==> src/rtl/calendar_date_advance_unit_macros.svh <==
// ----------------------------------------------------------------------------
// Calendar date advance unit: assertion macros
// Concurrent assertion wrappers that compile away when SYNTH is defined.
// ----------------------------------------------------------------------------
`ifndef CALENDAR_DATE_ADVANCE_UNIT_MACROS_SVH
`define CALENDAR_DATE_ADVANCE_UNIT_MACROS_SVH

`ifndef SYNTH
// Consequent must hold in the same cycle as the antecedent.
`define CDAU_ASSERT_IMPL(label, clk, rst, ante, cons) \
  label: assert property (@(posedge clk) disable iff (rst) (ante) |-> (cons)) \
    else $error("calendar date advance unit: assertion failed");
// Consequent must hold in the cycle after the antecedent.
`define CDAU_ASSERT_NEXT(label, clk, rst, ante, cons) \
  label: assert property (@(posedge clk) disable iff (rst) (ante) |=> (cons)) \
    else $error("calendar date advance unit: assertion failed");
`else
`define CDAU_ASSERT_IMPL(label, clk, rst, ante, cons)
`define CDAU_ASSERT_NEXT(label, clk, rst, ante, cons)
`endif

`endif

==> src/rtl/cdau_pkg.sv <==
// ----------------------------------------------------------------------------
// Calendar date advance unit: package
// Field widths, operation and state codes, and controller/datapath structs.
// ----------------------------------------------------------------------------
package cdau_pkg;

  // Field widths.
  localparam int YEAR_BITS  = 16;
  localparam int DAY_BITS   = 5;
  localparam int MONTH_BITS = 4;
  localparam int NDAYS_BITS = 16;
  // Working day count holds a stored day plus the full advance count.
  localparam int WORK_BITS  = NDAYS_BITS + 1;

  // Calendar constants.
  localparam int GREG_CYCLE  = 400;
  localparam int CENTURY     = 100;
  localparam int MONTHS      = 12;
  localparam int MONTH_LONG  = 31;
  localparam int MONTH_SHORT = 30;

  // Year residue modulo 400 is found by conditional subtraction of 400 shifted
  // down from the largest multiple that fits in the year width.
  localparam int RED_STEPS = YEAR_BITS - 8;
  localparam int STEP_W    = (RED_STEPS > 1) ? $clog2(RED_STEPS) : 1;

  typedef enum logic [1:0] {
    OP_LOAD    = 2'd0,
    OP_ADVANCE = 2'd1,
    OP_COMPARE = 2'd2,
    OP_NOP     = 2'd3
  } op_t;

  typedef enum logic [1:0] {
    ORD_EARLIER = 2'd0,
    ORD_EQUAL   = 2'd1,
    ORD_LATER   = 2'd2
  } order_t;

  typedef enum logic [1:0] {
    ST_IDLE,
    ST_REDUCE,
    ST_WALK,
    ST_EMIT
  } state_t;

  // Commands from the controller to the datapath.
  typedef struct packed {
    logic              accept;
    logic              red_step;
    logic [STEP_W-1:0] red_shift;
    logic              walk_step;
    logic              emit;
  } ctl_cmd_t;

  // Status from the datapath to the controller.
  typedef struct packed {
    logic bad;
    logic walk_done;
  } dp_sts_t;

endpackage

==> src/rtl/cdau_req_if.sv <==
// ----------------------------------------------------------------------------
// Calendar date advance unit: request channel
// Valid/ready channel carrying one operation beat.
// ----------------------------------------------------------------------------
interface cdau_req_if;
  logic                             valid;
  logic                             ready;
  logic [1:0]                       op;
  logic [cdau_pkg::DAY_BITS-1:0]    day;
  logic [cdau_pkg::MONTH_BITS-1:0]  month;
  logic [cdau_pkg::YEAR_BITS-1:0]   year;
  logic [cdau_pkg::NDAYS_BITS-1:0]  n_days;

  modport source (output valid, op, day, month, year, n_days, input ready);
  modport sink   (input valid, op, day, month, year, n_days, output ready);
endinterface

==> src/rtl/cdau_rsp_if.sv <==
// ----------------------------------------------------------------------------
// Calendar date advance unit: response channel
// Valid/ready channel carrying one result beat.
// ----------------------------------------------------------------------------
interface cdau_rsp_if;
  logic                             valid;
  logic                             ready;
  logic [cdau_pkg::DAY_BITS-1:0]    cur_day_out;
  logic [cdau_pkg::MONTH_BITS-1:0]  cur_month_out;
  logic [cdau_pkg::YEAR_BITS-1:0]   cur_year_out;
  logic [1:0]                       order;
  logic                             bad_date;
  logic                             year_overflow;

  modport source (output valid, cur_day_out, cur_month_out, cur_year_out, order,
                  bad_date, year_overflow, input ready);
  modport sink   (input valid, cur_day_out, cur_month_out, cur_year_out, order,
                  bad_date, year_overflow, output ready);
endinterface

==> src/rtl/cdau_ctl.sv <==
// ----------------------------------------------------------------------------
// Calendar date advance unit: controller
// Sequences accept, year residue reduction, month walk and result hand-off.
// ----------------------------------------------------------------------------
module cdau_ctl (
  input  logic                clk,
  input  logic                rst,
  input  logic                req_valid,
  input  logic [1:0]          req_op,
  output logic                req_ready,
  input  logic                rsp_ready,
  output logic                rsp_valid,
  input  cdau_pkg::dp_sts_t   sts,
  output cdau_pkg::ctl_cmd_t  cmd
);

  cdau_pkg::state_t                state;
  cdau_pkg::state_t                state_next;
  logic [cdau_pkg::STEP_W-1:0]     step;
  logic [cdau_pkg::STEP_W-1:0]     step_next;
  logic                            rsp_valid_next;

  // State, step counter and result valid registers.
  always_ff @(posedge clk) begin
    if (rst) begin
      state     <= cdau_pkg::ST_IDLE;
      step      <= '0;
      rsp_valid <= 1'b0;
    end else begin
      state     <= state_next;
      step      <= step_next;
      rsp_valid <= rsp_valid_next;
    end
  end

  // Next state and command decode.
  always_comb begin
    state_next    = state;
    step_next     = step;
    req_ready     = 1'b0;
    cmd           = '0;
    cmd.red_shift = step;
    unique case (state)
      cdau_pkg::ST_IDLE: begin
        req_ready = 1'b1;
        if (req_valid) begin
          cmd.accept = 1'b1;
          if (req_op == cdau_pkg::OP_ADVANCE && !sts.bad) begin
            state_next = cdau_pkg::ST_REDUCE;
            step_next  = cdau_pkg::STEP_W'(cdau_pkg::RED_STEPS - 1);
          end else begin
            state_next = cdau_pkg::ST_EMIT;
          end
        end
      end
      cdau_pkg::ST_REDUCE: begin
        cmd.red_step = 1'b1;
        if (step == '0) begin
          state_next = cdau_pkg::ST_WALK;
        end else begin
          step_next = step - 1'b1;
        end
      end
      cdau_pkg::ST_WALK: begin
        cmd.walk_step = 1'b1;
        if (sts.walk_done) begin
          state_next = cdau_pkg::ST_EMIT;
        end
      end
      cdau_pkg::ST_EMIT: begin
        // Wait here while an earlier result is still held on the output.
        if (!rsp_valid || rsp_ready) begin
          cmd.emit   = 1'b1;
          state_next = cdau_pkg::ST_IDLE;
        end
      end
      default: begin
        state_next = cdau_pkg::ST_IDLE;
      end
    endcase
  end

  // The output register is full from a hand-off until its beat is taken.
  always_comb begin
    if (cmd.emit) begin
      rsp_valid_next = 1'b1;
    end else if (rsp_ready) begin
      rsp_valid_next = 1'b0;
    end else begin
      rsp_valid_next = rsp_valid;
    end
  end

endmodule

==> src/rtl/cdau_dp.sv <==
// ----------------------------------------------------------------------------
// Calendar date advance unit: datapath
// Stored date, year residue unit, month walk and the output register.
// ----------------------------------------------------------------------------
module cdau_dp (
  input  logic                               clk,
  input  logic                               rst,
  input  cdau_pkg::ctl_cmd_t                 cmd,
  output cdau_pkg::dp_sts_t                  sts,
  input  logic [1:0]                         op,
  input  logic [cdau_pkg::DAY_BITS-1:0]      day,
  input  logic [cdau_pkg::MONTH_BITS-1:0]    month,
  input  logic [cdau_pkg::YEAR_BITS-1:0]     year,
  input  logic [cdau_pkg::NDAYS_BITS-1:0]    n_days,
  output logic [cdau_pkg::DAY_BITS-1:0]      cur_day_out,
  output logic [cdau_pkg::MONTH_BITS-1:0]    cur_month_out,
  output logic [cdau_pkg::YEAR_BITS-1:0]     cur_year_out,
  output logic [1:0]                         order,
  output logic                               bad_date,
  output logic                               year_overflow
);

  localparam int YB = cdau_pkg::YEAR_BITS;
  localparam int WB = cdau_pkg::WORK_BITS;
  localparam logic [YB-1:0] RES_CYCLE = YB'(cdau_pkg::GREG_CYCLE);
  localparam logic [YB-1:0] RES_LAST  = YB'(cdau_pkg::GREG_CYCLE - 1);
  localparam logic [YB-1:0] RES_C1    = YB'(cdau_pkg::CENTURY);
  localparam logic [YB-1:0] RES_C2    = YB'(2 * cdau_pkg::CENTURY);
  localparam logic [YB-1:0] RES_C3    = YB'(3 * cdau_pkg::CENTURY);
  localparam logic [cdau_pkg::MONTH_BITS-1:0] DEC =
    cdau_pkg::MONTH_BITS'(cdau_pkg::MONTHS);

  // Stored date.
  logic [cdau_pkg::DAY_BITS-1:0]    cur_day;
  logic [cdau_pkg::MONTH_BITS-1:0]  cur_month;
  logic [YB-1:0]                    cur_year;
  logic                             bad_flag;

  // Working registers of one operation.
  logic [WB-1:0]                    work_day;
  logic [YB-1:0]                    residue;
  logic [1:0]                       order_q;
  logic                             ovf_q;

  logic                             leap;
  logic [cdau_pkg::DAY_BITS-1:0]    last;
  logic                             walk_done;
  logic [YB-1:0]                    red_sub;
  logic [1:0]                       order_calc;
  logic                             year_max;

  // Length of a month; months outside the calendar are never walked.
  function automatic logic [cdau_pkg::DAY_BITS-1:0] month_days(
    input logic [cdau_pkg::MONTH_BITS-1:0] m,
    input logic                            lp
  );
    logic [cdau_pkg::DAY_BITS-1:0] len;
    case (m)
      4'd4, 4'd6, 4'd9, 4'd11: len = cdau_pkg::DAY_BITS'(cdau_pkg::MONTH_SHORT);
      4'd2:                    len = lp ? 5'd29 : 5'd28;
      default:                 len = cdau_pkg::DAY_BITS'(cdau_pkg::MONTH_LONG);
    endcase
    return len;
  endfunction

  // A year divisible by four is a leap year unless it is a century that is
  // not a multiple of four hundred; the residue gives the century test.
  assign leap = (cur_year[1:0] == 2'b00) &&
                (residue != RES_C1) && (residue != RES_C2) && (residue != RES_C3);
  assign last      = month_days(cur_month, leap);
  assign walk_done = (work_day <= WB'(last));
  assign red_sub   = RES_CYCLE << cmd.red_shift;
  assign year_max  = (cur_year == {YB{1'b1}});

  assign sts.bad       = bad_flag;
  assign sts.walk_done = walk_done;

  // Compare the stored date with the request date, year first.
  always_comb begin
    if (cur_year != year) begin
      order_calc = (cur_year < year) ? cdau_pkg::ORD_EARLIER : cdau_pkg::ORD_LATER;
    end else if (cur_month != month) begin
      order_calc = (cur_month < month) ? cdau_pkg::ORD_EARLIER : cdau_pkg::ORD_LATER;
    end else if (cur_day != day) begin
      order_calc = (cur_day < day) ? cdau_pkg::ORD_EARLIER : cdau_pkg::ORD_LATER;
    end else begin
      order_calc = cdau_pkg::ORD_EQUAL;
    end
  end

  // Stored date: load on accept, month and year step during the walk, and
  // the remaining day count written back when the walk ends.
  always_ff @(posedge clk) begin
    if (rst) begin
      cur_day   <= cdau_pkg::DAY_BITS'(1);
      cur_month <= cdau_pkg::MONTH_BITS'(1);
      cur_year  <= '0;
      bad_flag  <= 1'b0;
    end else begin
      if (cmd.accept && op == cdau_pkg::OP_LOAD) begin
        cur_day   <= day;
        cur_month <= month;
        cur_year  <= year;
        bad_flag  <= (day == '0) || (month == '0) || (month > DEC);
      end
      if (cmd.walk_step) begin
        if (walk_done) begin
          cur_day <= work_day[cdau_pkg::DAY_BITS-1:0];
        end else if (cur_month < DEC) begin
          cur_month <= cur_month + 1'b1;
        end else begin
          cur_month <= cdau_pkg::MONTH_BITS'(1);
          cur_year  <= cur_year + 1'b1;
        end
      end
    end
  end

  // Working registers and residue unit.
  always_ff @(posedge clk) begin
    if (cmd.accept) begin
      work_day <= WB'(cur_day) + WB'(n_days);
      residue  <= cur_year;
      ovf_q    <= 1'b0;
      order_q  <= (op == cdau_pkg::OP_COMPARE) ? order_calc : cdau_pkg::ORD_EARLIER;
    end
    if (cmd.red_step && residue >= red_sub) begin
      residue <= residue - red_sub;
    end
    if (cmd.walk_step && !walk_done) begin
      work_day <= work_day - WB'(last);
      if (cur_month >= DEC) begin
        // New year: residue follows the year, and a wrap restarts at zero.
        if (year_max) begin
          residue <= '0;
          ovf_q   <= 1'b1;
        end else if (residue == RES_LAST) begin
          residue <= '0;
        end else begin
          residue <= residue + 1'b1;
        end
      end
    end
  end

  // Output register, loaded when the controller hands off a result.
  always_ff @(posedge clk) begin
    if (cmd.emit) begin
      cur_day_out   <= cur_day;
      cur_month_out <= cur_month;
      cur_year_out  <= cur_year;
      order         <= order_q;
      bad_date      <= bad_flag;
      year_overflow <= ovf_q;
    end
  end

endmodule

==> src/rtl/calendar_date_advance_unit.sv <==
// ----------------------------------------------------------------------------
// Calendar date advance unit
// Holds one Gregorian date; loads, advances by a day count, and compares.
//
//   Channel  Dir  Handshake     Beat contents
//   req      in   valid/ready   op, day, month, year, n_days
//   rsp      out  valid/ready   cur_day_out, cur_month_out, cur_year_out,
//                               order, bad_date, year_overflow
//
// Load, compare, no-op and an advance of a flagged date go from accept
// straight to the result hand-off. An advance of a well-formed date first
// runs a residue reduction of the year by conditional subtraction, then
// the month walk at one month per cycle.
// A request is taken only while no operation is in flight; a result that is
// not taken holds the next finished result in its final state.
// Reset is synchronous and restores 1 January of year 0 at once.
// ----------------------------------------------------------------------------
`include "calendar_date_advance_unit_macros.svh"

module calendar_date_advance_unit (
  input  logic        clk,
  input  logic        rst,
  cdau_req_if.sink    req,
  cdau_rsp_if.source  rsp
);

  cdau_pkg::ctl_cmd_t cmd;
  cdau_pkg::dp_sts_t  sts;

  // Sequencer.
  cdau_ctl u_ctl (
    .clk       (clk),
    .rst       (rst),
    .req_valid (req.valid),
    .req_op    (req.op),
    .req_ready (req.ready),
    .rsp_ready (rsp.ready),
    .rsp_valid (rsp.valid),
    .sts       (sts),
    .cmd       (cmd)
  );

  // Date registers, arithmetic and output register.
  cdau_dp u_dp (
    .clk           (clk),
    .rst           (rst),
    .cmd           (cmd),
    .sts           (sts),
    .op            (req.op),
    .day           (req.day),
    .month         (req.month),
    .year          (req.year),
    .n_days        (req.n_days),
    .cur_day_out   (rsp.cur_day_out),
    .cur_month_out (rsp.cur_month_out),
    .cur_year_out  (rsp.cur_year_out),
    .order         (rsp.order),
    .bad_date      (rsp.bad_date),
    .year_overflow (rsp.year_overflow)
  );

  // A load with day zero marks the stored date bad.
  `CDAU_ASSERT_NEXT(a_load_day_zero_bad, clk, rst,
                    req.valid && req.ready && req.op == cdau_pkg::OP_LOAD && req.day == '0,
                    sts.bad)
  // No residue or walk step runs while a request can be taken.
  `CDAU_ASSERT_IMPL(a_idle_no_steps, clk, rst, req.ready, !cmd.red_step && !cmd.walk_step)
  // Compare results of equal or later never report a year wrap.
  `CDAU_ASSERT_IMPL(a_order_no_ovf, clk, rst,
                    rsp.valid && rsp.order != cdau_pkg::ORD_EARLIER, !rsp.year_overflow)
  // A wrapped advance only happens from a well-formed date.
  `CDAU_ASSERT_IMPL(a_ovf_not_bad, clk, rst, rsp.valid && rsp.year_overflow, !rsp.bad_date)

endmodule

==> src/flat_wrapper.sv <==
// flat-port wrapper written by rule: the top's interface ports become plain ports
module calendar_date_advance_unit_flat 
  (clk, rst, req_valid, req_op, req_day, req_month, req_year, req_n_days, req_ready, rsp_valid, rsp_cur_day_out, rsp_cur_month_out, rsp_cur_year_out, rsp_order, rsp_bad_date, rsp_year_overflow, rsp_ready);
  cdau_req_if req_i ();
  cdau_rsp_if rsp_i ();
  input  logic clk;
  input  logic rst;
  input wire logic [$bits(req_i.valid)-1:0] req_valid;
  input wire logic [$bits(req_i.op)-1:0] req_op;
  input wire logic [$bits(req_i.day)-1:0] req_day;
  input wire logic [$bits(req_i.month)-1:0] req_month;
  input wire logic [$bits(req_i.year)-1:0] req_year;
  input wire logic [$bits(req_i.n_days)-1:0] req_n_days;
  output wire logic [$bits(req_i.ready)-1:0] req_ready;
  output wire logic [$bits(rsp_i.valid)-1:0] rsp_valid;
  output wire logic [$bits(rsp_i.cur_day_out)-1:0] rsp_cur_day_out;
  output wire logic [$bits(rsp_i.cur_month_out)-1:0] rsp_cur_month_out;
  output wire logic [$bits(rsp_i.cur_year_out)-1:0] rsp_cur_year_out;
  output wire logic [$bits(rsp_i.order)-1:0] rsp_order;
  output wire logic [$bits(rsp_i.bad_date)-1:0] rsp_bad_date;
  output wire logic [$bits(rsp_i.year_overflow)-1:0] rsp_year_overflow;
  input wire logic [$bits(rsp_i.ready)-1:0] rsp_ready;
  assign req_i.valid = req_valid;
  assign req_i.op = req_op;
  assign req_i.day = req_day;
  assign req_i.month = req_month;
  assign req_i.year = req_year;
  assign req_i.n_days = req_n_days;
  assign req_ready = req_i.ready;
  assign rsp_valid = rsp_i.valid;
  assign rsp_cur_day_out = rsp_i.cur_day_out;
  assign rsp_cur_month_out = rsp_i.cur_month_out;
  assign rsp_cur_year_out = rsp_i.cur_year_out;
  assign rsp_order = rsp_i.order;
  assign rsp_bad_date = rsp_i.bad_date;
  assign rsp_year_overflow = rsp_i.year_overflow;
  assign rsp_i.ready = rsp_ready;
  calendar_date_advance_unit u_core (.clk(clk), .rst(rst), .req(req_i), .rsp(rsp_i));
endmodule
==> config.mk <==
export PLATFORM = sky130hd
export DESIGN_NAME = calendar_date_advance_unit_flat
export DESIGN_NICKNAME = d
export VERILOG_FILES = /design/src/rtl/cdau_pkg.sv /design/src/rtl/cdau_req_if.sv /design/src/rtl/cdau_rsp_if.sv /design/src/rtl/cdau_ctl.sv /design/src/rtl/cdau_dp.sv /design/src/rtl/calendar_date_advance_unit.sv /design/src/flat_wrapper.sv
export VERILOG_INCLUDE_DIRS = /design/src /design/src/rtl
export SDC_FILE = /design/constraint.sdc
export NUM_CORES = 1
export LEC_CHECK = 0
export ABC_CLOCK_PERIOD_IN_PS = 3500
export BUFFER_PORTS_ARGS = -buffer_cell sky130_fd_sc_hd__buf_2
export CORE_ASPECT_RATIO = 0.6
export CORE_MARGIN = 4
export CORE_UTILIZATION = 55
export CTS_BUF_LIST = sky130_fd_sc_hd__clkbuf_4 sky130_fd_sc_hd__clkbuf_8
export DETAILED_ROUTE_END_ITERATION = 8
export GPL_TIMING_DRIVEN = 0
export PLACE_DENSITY = 0.79
export SETUP_SLACK_MARGIN = 0.3
export SLEW_MARGIN = 20
export SYNTH_ARGS = -nofsm -noshare
export SYNTH_HDL_FRONTEND = slang
export SYNTH_SLANG_ARGS = --single-unit
export TNS_END_PERCENT = 1
==> constraint.sdc <==
create_clock -name clk -period 3.5 [get_ports clk]
set_clock_uncertainty 0.2 [all_clocks]
set_input_delay 0.525 -clock clk [delete_from_list [all_inputs] [get_ports clk]]
set_output_delay 0.525 -clock clk [all_outputs]
set_load 0.01 [all_outputs]
Word level (Yosys, flattened, before mapping). Index checks and enable logic that the tools add are counted.

Add/subtract/negate cells: 7. $mul: 0. Divide/modulo/power cells: 0. Magnitude comparators: 8. Eq/ne operators: 24. Shifts and indexed selects: 1. Multiplexer cells: 50. Bitwise operators: 0. Reduce and logical (&&, ||, !) cells: 25.

Operator list (number): $mux 16 (10); $mux 17 (2); $add 16x1->16 const B (2); $mux 2 (11); $add 5x16->17 (1); $le 17x5->1 (1); $sub 17x5->17 (1); $eq 16x16->1 const B (1); $eq 16x9->1 const B (1); $ge 16x16->1 (1); $lt 16x16->1 (1); $mux 4 (4); $ne 16x16->1 (1); $ne 16x7->1 const B (1); $ne 16x8->1 const B (1); $ne 16x9->1 const B (1); $shl 9x3->16 const A (1); $sub 16x16->16 (1); $mux 5 (3); $mux 1 (14); $ne 2x2->1 const B (6); $mux 3 (3); $eq 4x3->1 const B (2); $eq 4x4->1 const B (2); 25 further kinds (43).

Register bits after elaboration: 97. Latch bits: 0. Bits in writable memories: 0. ROM bits: 0. Input bits: 47. Output and inout port bits: 31. Word-level logic and storage cells: 132. Memories kept: 0.

Longest topological paths before layout. Gate-level depths: netlist (run 1).

Depth after elaboration: 10. Mapped depth: 15. Gate-level depth less buffers: 15.

Cells and area by module. Synthesis (run 1) repeated with hierarchy kept, for this count alone.

Cells, all modules: 774. Area, all modules: 6912.9 sq um.

By module, submodules not included: cdau_dp (instances 1, cells an instance 726, area each 6470.0 sq um, seq. area each 2302.2 sq um); cdau_ctl (instances 1, cells an instance 48, area each 442.9 sq um, seq. area each 120.1 sq um).

Worst setup path after synthesis (run 1). No wires, ideal clock.

Path kind: reg2reg. From: reg u_core.u_dp.residue[12]. To: reg u_core.u_dp.work_day[0] (enable). Library setup time: 0.374 ns. Data arrival time: 3.120 ns. Required time: 2.926 ns. Setup slack: -0.194 ns. Stages on the path, launching flop included: 14. Path buffers: 2. Clock period less this slack: 3.694 ns. Cell sequence: dfxtp_1 > or4_1 > nor2_1 > nand2_1 > a221oi_1 > nor3b_1 > o31a_1 > ha_1 > nor2b_1 > o211ai_1 > a31o_2 > buf_4 > clkbuf_1 > nand2_1.

Word-level cells in the longest chain between the ends: 10. Elaborated cells between the ends (all ways): 12. Classes of those cells: order compare: 1; eq/ne: 3; mux: 2; reduce/logical: 6.

Ends and longest elaborated chain: start: declaration (RTL line cdau_dp.sv:41) `logic [YB-1:0] residue;`; start signal: assignment (RTL line cdau_dp.sv:123) `residue <= cur_year;`; start signal: assignment (RTL line cdau_dp.sv:128) `residue <= residue - red_sub;`; start signal: assignment (RTL line cdau_dp.sv:140) `residue <= residue + 1'b1;`; $ne 16x7->1 (RTL line cdau_dp.sv:69) `(residue != RES_C1) && (residue != RES_C2) && (residue != RES_C3);`; $logic_and 1x1->1 (RTL line cdau_dp.sv:68) `assign leap = (cur_year[1:0] == 2'b00) &&`; $logic_and 1x1->1 (RTL line cdau_dp.sv:69); $logic_and 1x1->1 (*) (RTL line cdau_dp.sv:69); $mux 1 (*) (RTL line cdau_dp.sv:60) `4'd2: len = lp ? 5'd29 : 5'd28;`; $pmux 2 s2 (*) (RTL line cdau_dp.sv:58) `case (m)`; $le 17x5->1 (*) (RTL line cdau_dp.sv:71) `assign walk_done = (work_day <= WB'(last));`; $logic_not 1->1 (*) (RTL line cdau_dp.sv:130) `if (cmd.walk_step && !walk_done) begin`; $logic_and 1x1->1 (*) (RTL line cdau_dp.sv:130); $reduce_bool 2->1 (no source line) (*); end signal: assignment (RTL line cdau_dp.sv:122) `work_day <= WB'(cur_day) + WB'(n_days);`; end signal: assignment (RTL line cdau_dp.sv:131) `work_day <= work_day - WB'(last);`; end: declaration (RTL line cdau_dp.sv:40) `logic [WB-1:0] work_day;`.

Mark *: on every way between the ends. The rest lies on a longest branch, timed or not. A chain may end at the register's enable or synchronous reset.

Worst setup path after layout (run 1).
From: reg u_core.u_dp.residue[10]. To: reg u_core.u_dp.residue[14].

Word-level cells in the longest chain between the ends: 10. Elaborated cells between the ends (all ways): 21. Classes of those cells: add/sub: 2; order compare: 2; eq/ne: 4; mux: 7; reduce/logical: 6.

Ends and longest elaborated chain (RTL line): $ne 16x7->1 (cdau_dp.sv:69); $logic_and 1x1->1 (cdau_dp.sv:68); $logic_and 1x1->1 (2 in a row) (cdau_dp.sv:69); $mux 1 (cdau_dp.sv:60); $pmux 2 s2 (cdau_dp.sv:58); $le 17x5->1 (cdau_dp.sv:71); $logic_not 1->1 (cdau_dp.sv:130); $logic_and 1x1->1 (cdau_dp.sv:130); $mux 16 (*) (cdau_dp.sv:130).

Marks and branches as above.

==> reports/qor.csv, run 1 <==
metric;value;unit
drv_cap;0;
min_period_over_period;1.01;
drt_wl_total;20700;um
grt_pass1_vias;6191;
wire_per_inst;20.0;um
whs;192;ps
slew_headroom;0.503;
dieArea;14300;um^2
synth_fp_nets;864;
synth_seq_cells;97;
clockBufferDepth;2;
cts-root-buf;clkbuf_8;
design.core.area;12100;um^2
worst_slack;-51.6;ps
hold_class;in2reg;
ctsHtreeMaxLevel;3;
place_congestion;0.916;
crit_chain;or4_4 -> nor2_2 -> nand2_1 -> a221oi_2 -> nor3b_1 -> o31a_1 -> ha_4 -> nand2_2 -> o211ai_1 -> buf_4 -> a31oi_4 -> buf_12 -> buf_6 -> nand2_4 -> buf_8 -> o32a_1 -> o31ai_1;
hold_viol;0;
cts_tree;yes;
worst_pin_slew;746;ps
crit_path_max_fanout;8;
synth_cell_types;73;
failed_checks;setup timing;
io_pins;78;
ys.flop_type;dfxtp_1;
r2r_end;u_core.u_dp.residue[14];
avgViaCountPerCell;6.23;
cts_buffers;9;
p_leak;0.00335;uW
drt_first_iter_violations;597;
rrSetupSlack;-50;ps
critPathArrivalTime;3660;ps
io_buffers;77;
slowest_delay;540;ps
placed_cell_area;7470;um^2
diodes;0;
clk_latency;400;ps
crit_path_top_delay_cell;or4_4;
fin_nets;975;
place_hpwl;14800;um
cp-end-kind;register;
syn_area_per_cell;9.04;um^2
seq_area_frac_synth;0.355;
synthToLayoutAreaGrowth;21.9;%
syn-cell-area;6820;um^2
min_to;u_core.u_dp.cur_day[4];
remaining_drc_errors;0;
slew_viol_final;0;
synth-edff-count;48;
status;finished, violations left;
hold_path_depth;3;
path_buf_inv;4;
async_flop_share;0;
grt_pass1_wl;32300;um
power_density;661;nW/um^2
antenna_found_initial;0;
finalSetupTns;-246;ps
vias;6453;
clk_pin_slew;110;ps
grt_usage;0.290;
power;5490;uW
rows;31;
drtPass1Iterations;6;
detail-route-antenna-nets;0;
worstRegToRegCells;17;
final_area;8310;um^2
rsz0062_at_grt;true;
setup_viol;10;
grt_overflow;0;
initial_core_util;0.563;
required;3610;ps
path_delay_family;compound AO/OA/AOI/OAI gates;
die_h;94.2;um
dpl_worst_slack;-289;ps
synth_warnings;0;
dieWidth;152;um
holdCritStartpoint;req_day[4];
fin_crit;3550;ps
path_class;reg2reg;
start_kind;register;
fmax;282;MHz
grt_start_max_net_pins;20;
reg2reg_from;u_core.u_dp.residue[10];
peakVddDrop;503;uV
netlist_instances;754;
fill_cells;918;
cts.sinks;97;
layout-drive-gt1-share;0.247;
==> stage by stage <==
stage,utilization,instances
floorplan,-,754
global placement,0.614,996
detailed placement,0.617,997
CTS,0.673,1034
global route,0.686,1035
finish,0.686,1035
==> cell usage in the layout (no fill, tap or decap), types with 18 or more instances in the layout <==
cell      synthesis  routed
a21oi_1          55      50
buf_2             7      79
buf_4             7      18
dfxtp_1          49      40
edfxtp_1         48      48
ha_1             61      59
inv_1            54      54
mux2i_1          18      18
nand2_1          65      62
nand3_1          21      20
nor2_1           56      48
o21ai_0          42      34
xnor2_1          19      19
xor2_1           26      26
==> worst register-to-register path, delay by kind of cell (launching register included) <==
family	cells	cell delay, ps
adders and majority gates	1	250
and+or+nand+nor	6	910
DFF	1	380
AOI/OAI and AO/OA	6	1110
buffers and inverters	4	620
==> kinds of logic after synthesis <==
family                     count (synthesis)  share of synthesized area
muxes                                     23                     0.0347
DFF                                       97                      0.355
buffers and inverters                     82                     0.0536
xor gates and xnor gates                  45                     0.0578
adders and majority gates                 63                      0.118
and+or+nand+nor                          252                      0.192
AOI/OAI and AO/OA                        192                      0.189
==> where the power goes <==
group / leakage [uW] / internal, uW / switching, uW / total (uW)
sequential: 0.000856 / 1530 / 337 / 1860
clock: 0.000112 / 368 / 466 / 833
combinational: 0.00238 / 1200 / 1600 / 2800
total: 0.00335 / 3090 / 2400 / 5490
==> how the worst max path moves through the flow <==
stage | start | end | slack, ps | depth (start not counted)
after floorplan | u_core.u_dp.residue[10] | u_core.u_dp.work_day[0] | 200 | 13
after global placement | u_core.u_dp.residue[13] | u_core.u_dp.residue[2] | -210 | 14
after detailed placement | u_core.u_dp.residue[13] | u_core.u_dp.residue[2] | -290 | 14
after CTS | u_core.u_dp.residue[12] | u_core.u_dp.residue[13] | 50 | 17
after global routing | u_core.u_dp.residue[10] | u_core.u_dp.cur_month[2] | -120 | 16
final | u_core.u_dp.residue[10] | u_core.u_dp.residue[14] | -50 | 17
==> state kept, by name, summed over array words and instances, names as in the netlist, 3 cells and up <==
register	count
u_core.u_ctl.step	3
u_core.u_dp.cur_day	5
u_core.u_dp.cur_day_out	5
u_core.u_dp.cur_month	4
u_core.u_dp.cur_month_out	4
u_core.u_dp.cur_year	16
u_core.u_dp.cur_year_out	16
u_core.u_dp.residue	16
u_core.u_dp.work_day	17
==> synth_stat cells (all sizes together), types with 5 or more instances <==
library cell  count  area, um^2
a21o              7        52.6
a21oi            55         275
a221oi            5        50.0
a311oi           11        96.3
a31o              9        78.8
a31oi             5        46.3
and3             12        75.1
buf              18         125
clkbuf           10        37.5
dfxtp            49         981
edfxtp           48        1440
ha               61         763
inv              54         203
mux2              5        56.3
mux2i            18         180
nand2            66         250
nand2b            5        31.3
nand3            21         105
nand4            14        87.6
nor2             57         221
nor2b            11        68.8
nor3             21         116
nor3b             8        60.1
nor4             11        98.8
o211ai           12        90.1
o21a              7        52.6
o21ai            43         215
o22ai             7        50.1
or3               8        50.1
xnor2            19         166
xor2             26         228
==> layer usage <==
layer	track usage	vias up	wire [um]
li1	-	3015	-
met1	0.425	3049	9360
met2	0.427	340	8840
met3	0.0670	49	2070
met4	0.0807	0	430
met5	0	-	0
==> layout make-up <==
type                       count  area, um^2  area share
buffer                        28         258      0.0310
clock buffer                  10         138      0.0166
clock inverter                 6        81.3     0.00979
inverter                      54         203      0.0244
multi-input combinational    577        4360       0.525
sequential                    97        2450       0.295
tap                          165         206      0.0249
timing repair buffer          98         609      0.0734
==> repair_timing <==
| item | in CTS | in global routing |
|---|---|---|
| pin swaps | 22 | 15 |
| hold buffers | 0 | 0 |
| buffers inserted | 15 | 1 |
| gates cloned | 6 | 0 |
| endpoints found under the setup margin | 78 | 79 |
| resized for setup | 64 | 42 |
Note: power is estimated with default switching activity, not from simulation.
==> run 2, diff against run 1 <==
--- a/config.mk
+++ b/config.mk
@@ -9,7 +9,7 @@
 export ABC_CLOCK_PERIOD_IN_PS = 3500
 export BUFFER_PORTS_ARGS = -buffer_cell sky130_fd_sc_hd__buf_2
 export CORE_ASPECT_RATIO = 0.6
-export CORE_MARGIN = 4
+export CORE_MARGIN = 2
 export CORE_UTILIZATION = 55
 export CTS_BUF_LIST = sky130_fd_sc_hd__clkbuf_4 sky130_fd_sc_hd__clkbuf_8
 export DETAILED_ROUTE_END_ITERATION = 8
@@ -20,4 +20,3 @@
 export SYNTH_ARGS = -nofsm -noshare
 export SYNTH_HDL_FRONTEND = slang
 export SYNTH_SLANG_ARGS = --single-unit
-export TNS_END_PERCENT = 1
==> run 2 against run 1 <==
  * Clock-buffer cell count did not move
  * First-iteration DRC count rose by 38%
  * Final cell count rose by 2.4%
  * Register-to-register slack got worse by 90 ps
  * Clock power fell by 9.7%
  * Largest cell class unchanged
  * Via count rose by 4.9%
  * Worst hold slack improved by 0.61 ps
  * The run still ends with setup timing left
  * Combinational power rose by 14%
  * Global-route usage rose by 0.65 points
  * Sequential cell count did not move
==> reports/qor.csv, run 2 (same netlist as run 1, synthesis figures left out) <==
metric;value;unit
status;finished, violations left;
failed_checks;setup timing;
io_pins;78;
final_common_cell;buf_2;
crit_path_max_fanout;8;
io_buffers;77;
grt_usage;0.297;
clockBufferDepth;2;
clk_pin_slew;110;ps
layout-drive-gt1-share;0.332;
cts_buffers;9;
cp-end-kind;register;
ctsHtreeMaxLevel;3;
p_sw;2580;uW
worstRegToRegCells;17;
remaining_drc_errors;0;
fill_cells;780;
crit_cells;17;
min_period_over_period;1.04;
required;3600;ps
power_density;644;nW/um^2
cts.sinks;97;
critPathArrivalTime;3750;ps
fin_nets;1000;
p_sw_frac;0.445;
cts-root-buf;clkbuf_8;
clkPwrFrac;0.129;
drtPass1Iterations;9;
grt_start_max_net_pins;20;
antenna_found_initial;0;
power;5810;uW
path_class;reg2reg;
worst_pin_slew;817;ps
rsz0062_at_grt;true;
p_leak;0.00361;uW
internal_power;3230;uW
crit_chain;or4_4 -> nor2_4 -> nand2_2 -> a221oi_4 -> nor3b_2 -> o31a_1 -> ha_4 -> nand2_2 -> o211ai_1 -> buf_4 -> a31oi_4 -> buf_12 -> buf_6 -> nor2_4 -> buf_6 -> o21ai_2 -> a21oi_1;
clk_latency;390;ps
cp-startpoint;u_core.u_dp.residue[15];
final_cell_mix;79 x buf_2, 60 x ha_1, 55 x nand2_1;
slowest_delay;550;ps
design.core.area;12100;um^2
die_h;90.2;um
regMostFlops;u_core.u_dp.work_day;
path_buf_inv;4;
setup_viol;46;
r2r_end;u_core.u_dp.cur_year[6];
rrSetupSlack;-140;ps
hold_viol;0;
fin_crit;3640;ps
rows;31;
grt_pass1_wl;31600;um
holdCritStartpoint;rst;
start_kind;register;
dieWidth;148;um
place_congestion;0.911;
fmax;275;MHz
avgViaCountPerCell;6.39;
slew_viol_final;0;
path_delay_family;simple AND/OR/NAND/NOR gates;
combPwrFrac;0.547;
initial_core_util;0.565;
endpoint;u_core.u_dp.cur_year[6];
crit_path_top_delay_cell;or4_4;
drv_cap;0;
peakVddDrop;602;uV
sequentialPowerShare;0.324;
slew_headroom;0.456;
cts_tree;yes;
vias;6772;
final_util;0.747;
grt_pass1_vias;6075;
place_hpwl;14300;um
synthToLayoutAreaGrowth;32.3;%
diodes;0;
largest_register_ffs;17;
worst_slack;-143;ps
detail-route-antenna-nets;0;
drt_first_iter_violations;825;
reg2reg_from;u_core.u_dp.residue[15];
wire_per_inst;20.8;um
drt_wl_total;22100;um
grt_overflow;0;
whs;193;ps
hold_class;in2reg;
dieArea;13300;um^2
## run 2: cell types whose count changed in the layout (fill, tap and decap cells not counted), moves of 5 or more
cell,change
nand2_2,+7
nor2_4,+12
clkbuf_16,+7
buf_12,+5
o21ai_2,+8
nor2_1,-9
o21ai_0,-9
buf_6,+10
a21oi_2,+9
a21oi_1,-10
nand2_1,-7
## run 2: power groups by stage
stage               combinational [uW]  sequential, uW  clock, uW
detailed placement                2320            1860          0
finish                            3180            1880        752
CTS                               2680            1830        748
floorplan                         1740            1780          0
global route                      3420            1900        794
global placement                  2210            1830          0
## run 2: stage by stage
step	cells	setup TNS (ps)	instance area (um^2)	setup slack, ps
finish	1060	-2550	9020	-143
detailed placement	997	-5290	7520	-232
floorplan	754	0	6890	301
global placement	996	-2820	7480	-175
CTS	1034	0	8280	70.9
global route	1060	-7930	9020	-229
## run 2: worst min path at each step
| stage | end | slack [ps] | cells past startpoint |
|---|---|---|---|
| 6_report | u_core.u_dp.cur_year[15] | 190 | 2 |
| 3_3_place_gp | u_core.u_dp.order[1] | 200 | 0 |
| 4_1_cts | u_core.u_dp.cur_year[15] | 200 | 2 |
| 3_5_place_dp | u_core.u_dp.order[0] | 220 | 0 |
| 2_1_floorplan | u_core.u_dp.order[0] | 200 | 0 |
| 5_1_grt | u_core.u_dp.cur_year[15] | 210 | 2 |
## run 2: cell type report
class                           instances  area, um^2  area share
Clock inverter                          6        58.8     0.00652
Timing Repair Buffer                  123         973       0.108
Buffer                                 28         305      0.0339
Clock buffer                           10         138      0.0153
Multi-Input combinational cell        577        4680       0.519
Tap cell                              165         206      0.0229
Inverter                               54         205      0.0228
Sequential cell                        97        2450       0.272
## run 2: repair_timing
item | CTS | global route
buffers inserted | 17 | 17
hold buffers | 0 | 0
pin swaps | 30 | 53
gates resized for setup | 97 | 110
endpoints found under the setup margin | 78 | 79
endpoints found under the hold margin | 0 | 0
gates cloned | 4 | 9
## run 2: routing by layer
metal	track usage	up-vias	part of all wire
met5	0	-	0
met4	0.0713	0	0.016
met3	0.0675	39	0.11
met2	0.437	412	0.44
met1	0.441	3256	0.44
li1	-	3065	-
